===== src/hw/rtl/chi_pkg.sv =====
package chi_pkg;

  localparam int unsigned SeedWidth = 31;
  localparam int unsigned SizeWidth = 11;
  localparam int unsigned KicksWidth = 6;

  typedef enum logic [1:0] {
    CfgSeedFirst  = 2'd0,
    CfgSeedSecond = 2'd1,
    CfgTableSize  = 2'd2
  } cfg_idx_e;

  typedef enum logic [1:0] {
    StatCleared  = 2'd0,
    StatInserted = 2'd1,
    StatFailed   = 2'd2
  } status_e;

  typedef enum logic [9:0] {
    StIdle   = 10'b0000000001,
    StClear  = 10'b0000000010,
    StHash   = 10'b0000000100,
    StMulWait = 10'b0000001000,
    StMod    = 10'b0000010000,
    StRead   = 10'b0000100000,
    StSwap   = 10'b0001000000,
    StDone   = 10'b0010000000,
    StFail   = 10'b0100000000,
    StCleared = 10'b1000000000
  } state_e;

  // controller -> datapath
  typedef struct packed {
    logic load_key;    // take input key as current key
    logic mul_start;   // register product for current key and table's seed
    logic mod_step;    // one restoring step of the modulo
    logic mod_init;    // clear the remainder, load the shifter from the product
    logic rd;          // read slot of current table
    logic wr;          // write current key and set valid, swap in old key
    logic sel_second;  // table two is addressed
    logic clr_step;    // clear one valid row
    logic clr_init;
  } dp_cmd_t;

  // datapath -> controller
  typedef struct packed {
    logic mod_done;
    logic had;         // slot was occupied at read
    logic clr_done;
  } dp_stat_t;

endpackage


===== src/hw/rtl/chi_ctrl.sv =====
module chi_ctrl import chi_pkg::*; #(
  parameter int unsigned MAX_KICKS = 32
) (
  input  logic                  clk_i,
  input  logic                  rst_ni,
  input  logic                  start_i,
  input  logic                  mode_i,
  output logic                  busy_o,
  output dp_cmd_t               cmd_o,
  input  dp_stat_t              stat_i,
  output logic                  done_o,
  output logic [1:0]            status_o,
  output logic                  fail_o,
  output logic [KicksWidth-1:0] kicks_o
);

  localparam int unsigned RW = $clog2(MAX_KICKS + 1);

  state_e state_q, state_d;
  logic   sec_q, sec_d;
  logic   boot_q, boot_d;
  logic [RW-1:0] rnd_q, rnd_d;

  assign busy_o = (state_q != StIdle);

  always_comb begin
    state_d = state_q;
    sec_d   = sec_q;
    rnd_d   = rnd_q;
    boot_d  = boot_q;
    cmd_o   = '0;
    cmd_o.sel_second = sec_q;
    done_o  = 1'b0;
    status_o = StatInserted;
    fail_o  = 1'b0;
    case (state_q)
      StIdle: begin
        if (start_i) begin
          if (!mode_i) begin
            cmd_o.clr_init = 1'b1;
            state_d = StClear;
          end else begin
            cmd_o.load_key = 1'b1;
            sec_d = 1'b0;
            rnd_d = '0;
            state_d = StHash;
          end
        end
      end
      StClear: begin
        cmd_o.clr_step = 1'b1;
        if (stat_i.clr_done) begin
          // the pass after reset gives no result
          boot_d = 1'b0;
          state_d = boot_q ? StIdle : StCleared;
        end
      end
      StCleared: begin
        done_o = 1'b1;
        status_o = StatCleared;
        state_d = StIdle;
      end
      StHash: begin
        cmd_o.mul_start = 1'b1;
        state_d = StMulWait;
      end
      StMulWait: begin
        cmd_o.mod_init = 1'b1;
        state_d = StMod;
      end
      StMod: begin
        if (stat_i.mod_done) begin
          cmd_o.rd = 1'b1;
          state_d = StRead;
        end else begin
          cmd_o.mod_step = 1'b1;
        end
      end
      StRead: begin
        state_d = StSwap;
      end
      StSwap: begin
        cmd_o.wr = 1'b1;
        if (!stat_i.had) begin
          state_d = StDone;
        end else if (sec_q) begin
          sec_d = 1'b0;
          rnd_d = rnd_q + RW'(1);
          state_d = (rnd_q + RW'(1) == RW'(MAX_KICKS)) ? StFail : StHash;
        end else begin
          sec_d = 1'b1;
          state_d = StHash;
        end
      end
      StDone: begin
        done_o = 1'b1;
        state_d = StIdle;
      end
      StFail: begin
        done_o = 1'b1;
        status_o = StatFailed;
        fail_o = 1'b1;
        state_d = StIdle;
      end
      default: state_d = StIdle;
    endcase
  end

  assign kicks_o = (state_q == StCleared) ? '0 : KicksWidth'(rnd_q);

  always_ff @(posedge clk_i or negedge rst_ni) begin
    if (!rst_ni) begin
      state_q <= StClear;
      sec_q   <= 1'b0;
      boot_q  <= 1'b1;
      rnd_q   <= '0;
    end else begin
      state_q <= state_d;
      sec_q   <= sec_d;
      boot_q  <= boot_d;
      rnd_q   <= rnd_d;
    end
  end

endmodule


===== config.mk =====
export PLATFORM = sky130hd
export DESIGN_NAME = chi_ctrl
export DESIGN_NICKNAME = d
export VERILOG_FILES = /design/src/hw/rtl/chi_pkg.sv /design/src/hw/rtl/chi_ctrl.sv
export SDC_FILE = /design/constraint.sdc
export NUM_CORES = 1
export LEC_CHECK = 0
export BUFFER_PORTS_ARGS = -buffer_cell sky130_fd_sc_hd__buf_2
export CAP_MARGIN = 15
export CORE_MARGIN = 2
export CORE_UTILIZATION = 53
export DETAILED_ROUTE_END_ITERATION = 8
export PLACE_DENSITY = 0.78
export RECOVER_POWER = 50
export SLEW_MARGIN = 10
export SYNTH_ARGS = -nofsm -noshare
export SYNTH_HDL_FRONTEND = slang
export SYNTH_SLANG_ARGS = --single-unit

===== constraint.sdc =====
create_clock -name clk_i -period 2.4 [get_ports clk_i]
set_clock_uncertainty 0.1 [all_clocks]
set_input_delay 0.48 -clock clk_i [delete_from_list [all_inputs] [get_ports clk_i]]
set_output_delay 0.48 -clock clk_i [all_outputs]
set_load 0.02 [all_outputs]

==> metrics <==
worst-case reg-to-reg path depth=7; cell depth of the worst setup path=6; GRT Overall Usage=27.4%; wire length of the first global-routing pass=between 5000 and 6000 um; Inserted Clock Buffers=3; Crit. Startpoint=state_q[6]; unrepaired setup endpoints after global routing=yes; floorplan die height=just over 50 um; Horiz. Die Dim=51.5 um; static leakage power=~0.76 nW; Crit Path Class=flip-flop to output port; Worst-path clk slew=110 ps; clock root buffer=sky130_fd_sc_hd__clkbuf_4; slowest stage cell on the critical path=sky130_fd_sc_hd__dfrtp_2; post-layout power=roughly 1.6 mW; initial core utilization=between 50% and 60%; number of sinks driven by the clock tree=18; Post-Syn Nets=about 140; CP startpoint kind=flip-flop; Diodes inserted=0; number of enable-type register cells in the synthesized netlist=0; pin count of the biggest net entering global routing=19; total wire length after detailed routing=approximately 3400 um; Placer Congestion=a little under 0.9; crit path buf inv count=1; DR WL/cell=roughly 17 um; number of antenna violations at the first check in global routing=0; number of standard-cell rows in the floorplan=17; Min Clock Period, post-route=about 2600 ps; Crit. End Element=output port; number of global-route vias before repair=around 1100; transition time at the pin with the least slew margin=slightly below 1000 ps; remaining global-route overflow=0; via count=around 1200; Reg2Reg Launch Point=state_q[5]; crit path capture=kicks_o[5]; Area growth syn-to-layout=37.2%; async set or reset register ratio after synthesis=between 90% and 100%; number of design rule violations left after detail routing=0; share of the synthesized area in the top cell type=roughly 34%; total power divided by cell area=between 900 and 1000 nW/um^2; synthesized area divided by synthesized cell count=between 9 and 10 um^2; CP Max Fanout=6; total of fill cells in the finished design=between 150 and 200; post-place instance area=between 1000 and 1500 um^2; ordered list of cells on the worst path=nor4_4 -> nor2b_4 -> nand2_2 -> nor3b_4 -> nor2b_1 -> buf_2; cell area after synthesis=1190 um^2; final antenna-violating net count=0; Setup WS pre-CTS=28.9 ps; Required @ worst endpoint=between 1500 and 2000 ps; max-slew violation total from the final report=0; crit-path max cell delay=about 440 ps; final setup violating endpoints=12; sequential fraction of the synthesis area=37.9%; CTS max path bufs=2; slack of the worst reg-to-reg path=approximately 300 ps; data arrival time of the critical path=just under 2000 ps; Top Ports=27; depth of the CTS H-tree=1; result of the run=complete, but fails checks; library cell occupying the most area in the post-synthesis netlist=sky130_fd_sc_hd__dfrtp_1; final standard cell area without fillers=about 1600 um^2; die outline area=around 2700 um^2; Synth Instances=between 100 and 150; Hold/Removal Path Class=input pin to async pin; max-cap violations=0; core occupancy in the finished layout=75.5%; Starting DRT DRC Count=38; part of the cycle the worst path needs=107%; hold violation count in the final report=0; Core Region=roughly 2200 um^2; max-slew headroom at the worst pin=between 30% and 40%; total area of multi-input combinational cells=around 770 um^2; Max VDD drop=approximately 0.00058 V; clock tree from TritonCTS=built; capturing point of the worst reg2reg path=state_q[2]; NumNets Final=between 150 and 200; average vias per placed instance=roughly 5.9; main flop type after synthesis=sky130_fd_sc_hd__dfrtp_1; clock latency on the worst-skew pair=just under 300 ps; Final HPWL DP=2190 um; Yosys Warn Count=0; area used by sequential logic in the layout=between 400 and 500 um^2; ratio of cells with drive above 1 in the final layout=between 40 and 50%; number of different library cells in the post-synthesis netlist=46; number of synthesized register bits=18; violations in the final reports=setup timing; highest achievable clock rate=between 300 and 400 MHz; number of iterations in the first detailed-routing pass=4; Top delay family on crit path=simple AND/OR/NAND/NOR gates; number of buffers inserted by port buffering=26; PnR worst setup slack=-172 ps; top cells by area in the synthesized netlist=sky130_fd_sc_hd__dfrtp_1 34%, sky130_fd_sc_hd__nand2_1 4.7%, sky130_fd_sc_hd__nor2b_1 4.7%
[per-stage QoR]
| step | TNS, ps | instances | hold WS, ps |
|---|---|---|---|
| CTS | -646 | 198 | 9.49 |
| finish | -1360 | 202 | 207 |
| global placement | 0 | 187 | 325 |
| detailed placement | 0 | 187 | 333 |
| floorplan | 0 | 132 | 84.4 |
| global route | -3020 | 202 | 247 |
[sequential cells by signal, indices dropped and copies added, names as in the netlist]
name and cells:
state_q 10, rnd_q 6, boot_q 1, sec_q 1
[synth_stat cells, types with 2 or more instances]
| cell | n |
|---|---|
| sky130_fd_sc_hd__nor3_1 | 4 |
| sky130_fd_sc_hd__nand2b_1 | 4 |
| sky130_fd_sc_hd__nand2_1 | 15 |
| sky130_fd_sc_hd__nor3b_1 | 4 |
| sky130_fd_sc_hd__nand3_1 | 5 |
| sky130_fd_sc_hd__o21ai_0 | 6 |
| sky130_fd_sc_hd__dfstp_2 | 2 |
| sky130_fd_sc_hd__a211oi_1 | 2 |
| sky130_fd_sc_hd__xor2_1 | 3 |
| sky130_fd_sc_hd__nor4_1 | 2 |
| sky130_fd_sc_hd__nor2_1 | 11 |
| sky130_fd_sc_hd__o2bb2ai_1 | 2 |
| sky130_fd_sc_hd__buf_4 | 2 |
| sky130_fd_sc_hd__ha_1 | 2 |
| sky130_fd_sc_hd__nor2b_1 | 9 |
| sky130_fd_sc_hd__and3_1 | 3 |
| sky130_fd_sc_hd__and2_1 | 2 |
| sky130_fd_sc_hd__dfrtp_1 | 16 |
| sky130_fd_sc_hd__inv_1 | 4 |
| sky130_fd_sc_hd__a22o_1 | 5 |
| sky130_fd_sc_hd__xnor2_1 | 2 |
| sky130_fd_sc_hd__a21oi_1 | 3 |
[worst reg2reg max path: stages, from the launching register on]
cell and delay (ps):
sky130_fd_sc_hd__dfrtp_2 470, sky130_fd_sc_hd__nor4_4 310, sky130_fd_sc_hd__clkbuf_1 260, sky130_fd_sc_hd__nand4b_2 170
sky130_fd_sc_hd__clkinv_1 90, sky130_fd_sc_hd__buf_4 150, sky130_fd_sc_hd__o311ai_0 160, sky130_fd_sc_hd__a211oi_1 300
[cell usage in the layout, fill, tap and decap left out, types with 4 or more instances in the layout]
cell	instances
sky130_fd_sc_hd__nor2b_1	8
sky130_fd_sc_hd__buf_6	8
sky130_fd_sc_hd__o21ai_0	6
sky130_fd_sc_hd__buf_4	16
sky130_fd_sc_hd__nand2b_1	4
sky130_fd_sc_hd__dfrtp_1	11
sky130_fd_sc_hd__dfrtp_2	5
sky130_fd_sc_hd__a22o_1	5
sky130_fd_sc_hd__nor2_1	11
sky130_fd_sc_hd__nand2_1	13
sky130_fd_sc_hd__buf_2	15
[where the power goes]
group          leakage [nW]  internal (mW)  switching (mW)
logic                 0.507          0.445           0.513
clock network        0.0210         0.0923          0.0973
registers             0.233          0.343          0.0633
total                 0.761          0.880           0.673
[cell type report]
| cell class | instances | area share (%) |
|---|---|---|
| Timing Repair Buffer | 42 | 19.1 |
| Multi-Input combinational cell | 104 | 47.0 |
| Inverter | 6 | 1.53 |
| Clock buffer | 4 | 2.21 |
| Tap cell | 28 | 2.14 |
| Sequential cell | 18 | 28.0 |
[kinds of logic after synthesis]
group	share of synthesized area, %
adder cells (fa/ha/maj)	2.09
AND/OR/NAND/NOR	34.1
AO/OA/AOI/OAI	17.6
flip-flops	37.9
XOR/XNOR	3.67
buffers and inverters	4.61
[layer usage]
layer,vias to the layer above,global-route usage [%],part of all wire (%)
met5,-,0,0
met4,0,8.77,0.92
met3,4,4.39,3.4
met2,30,48.7,53
met1,600,33.6,42
li1,556,-,-
[how the worst min path moves through the flow]
stage	startpoint	endpoint	slack, ps	cells past startpoint
floorplan	rst_ni	rnd_q[0]	80	0
global placement	rst_ni	rnd_q[3]	320	1
detailed placement	rst_ni	rnd_q[3]	330	1
CTS	rst_ni	rnd_q[3]	9	1
global route	stat_i[0]	boot_q	250	2
finish	rst_ni	state_q[2]	210	1
[what timing repair did]
action | in CTS | in global routing
gates resized for setup | 21 | 20
hold buffers | 0 | 0
endpoints found under the setup margin | 12 | 18
pin swaps | 4 | 5
setup buffers | 7 | 4
Power figures use the tool's default switching activity.
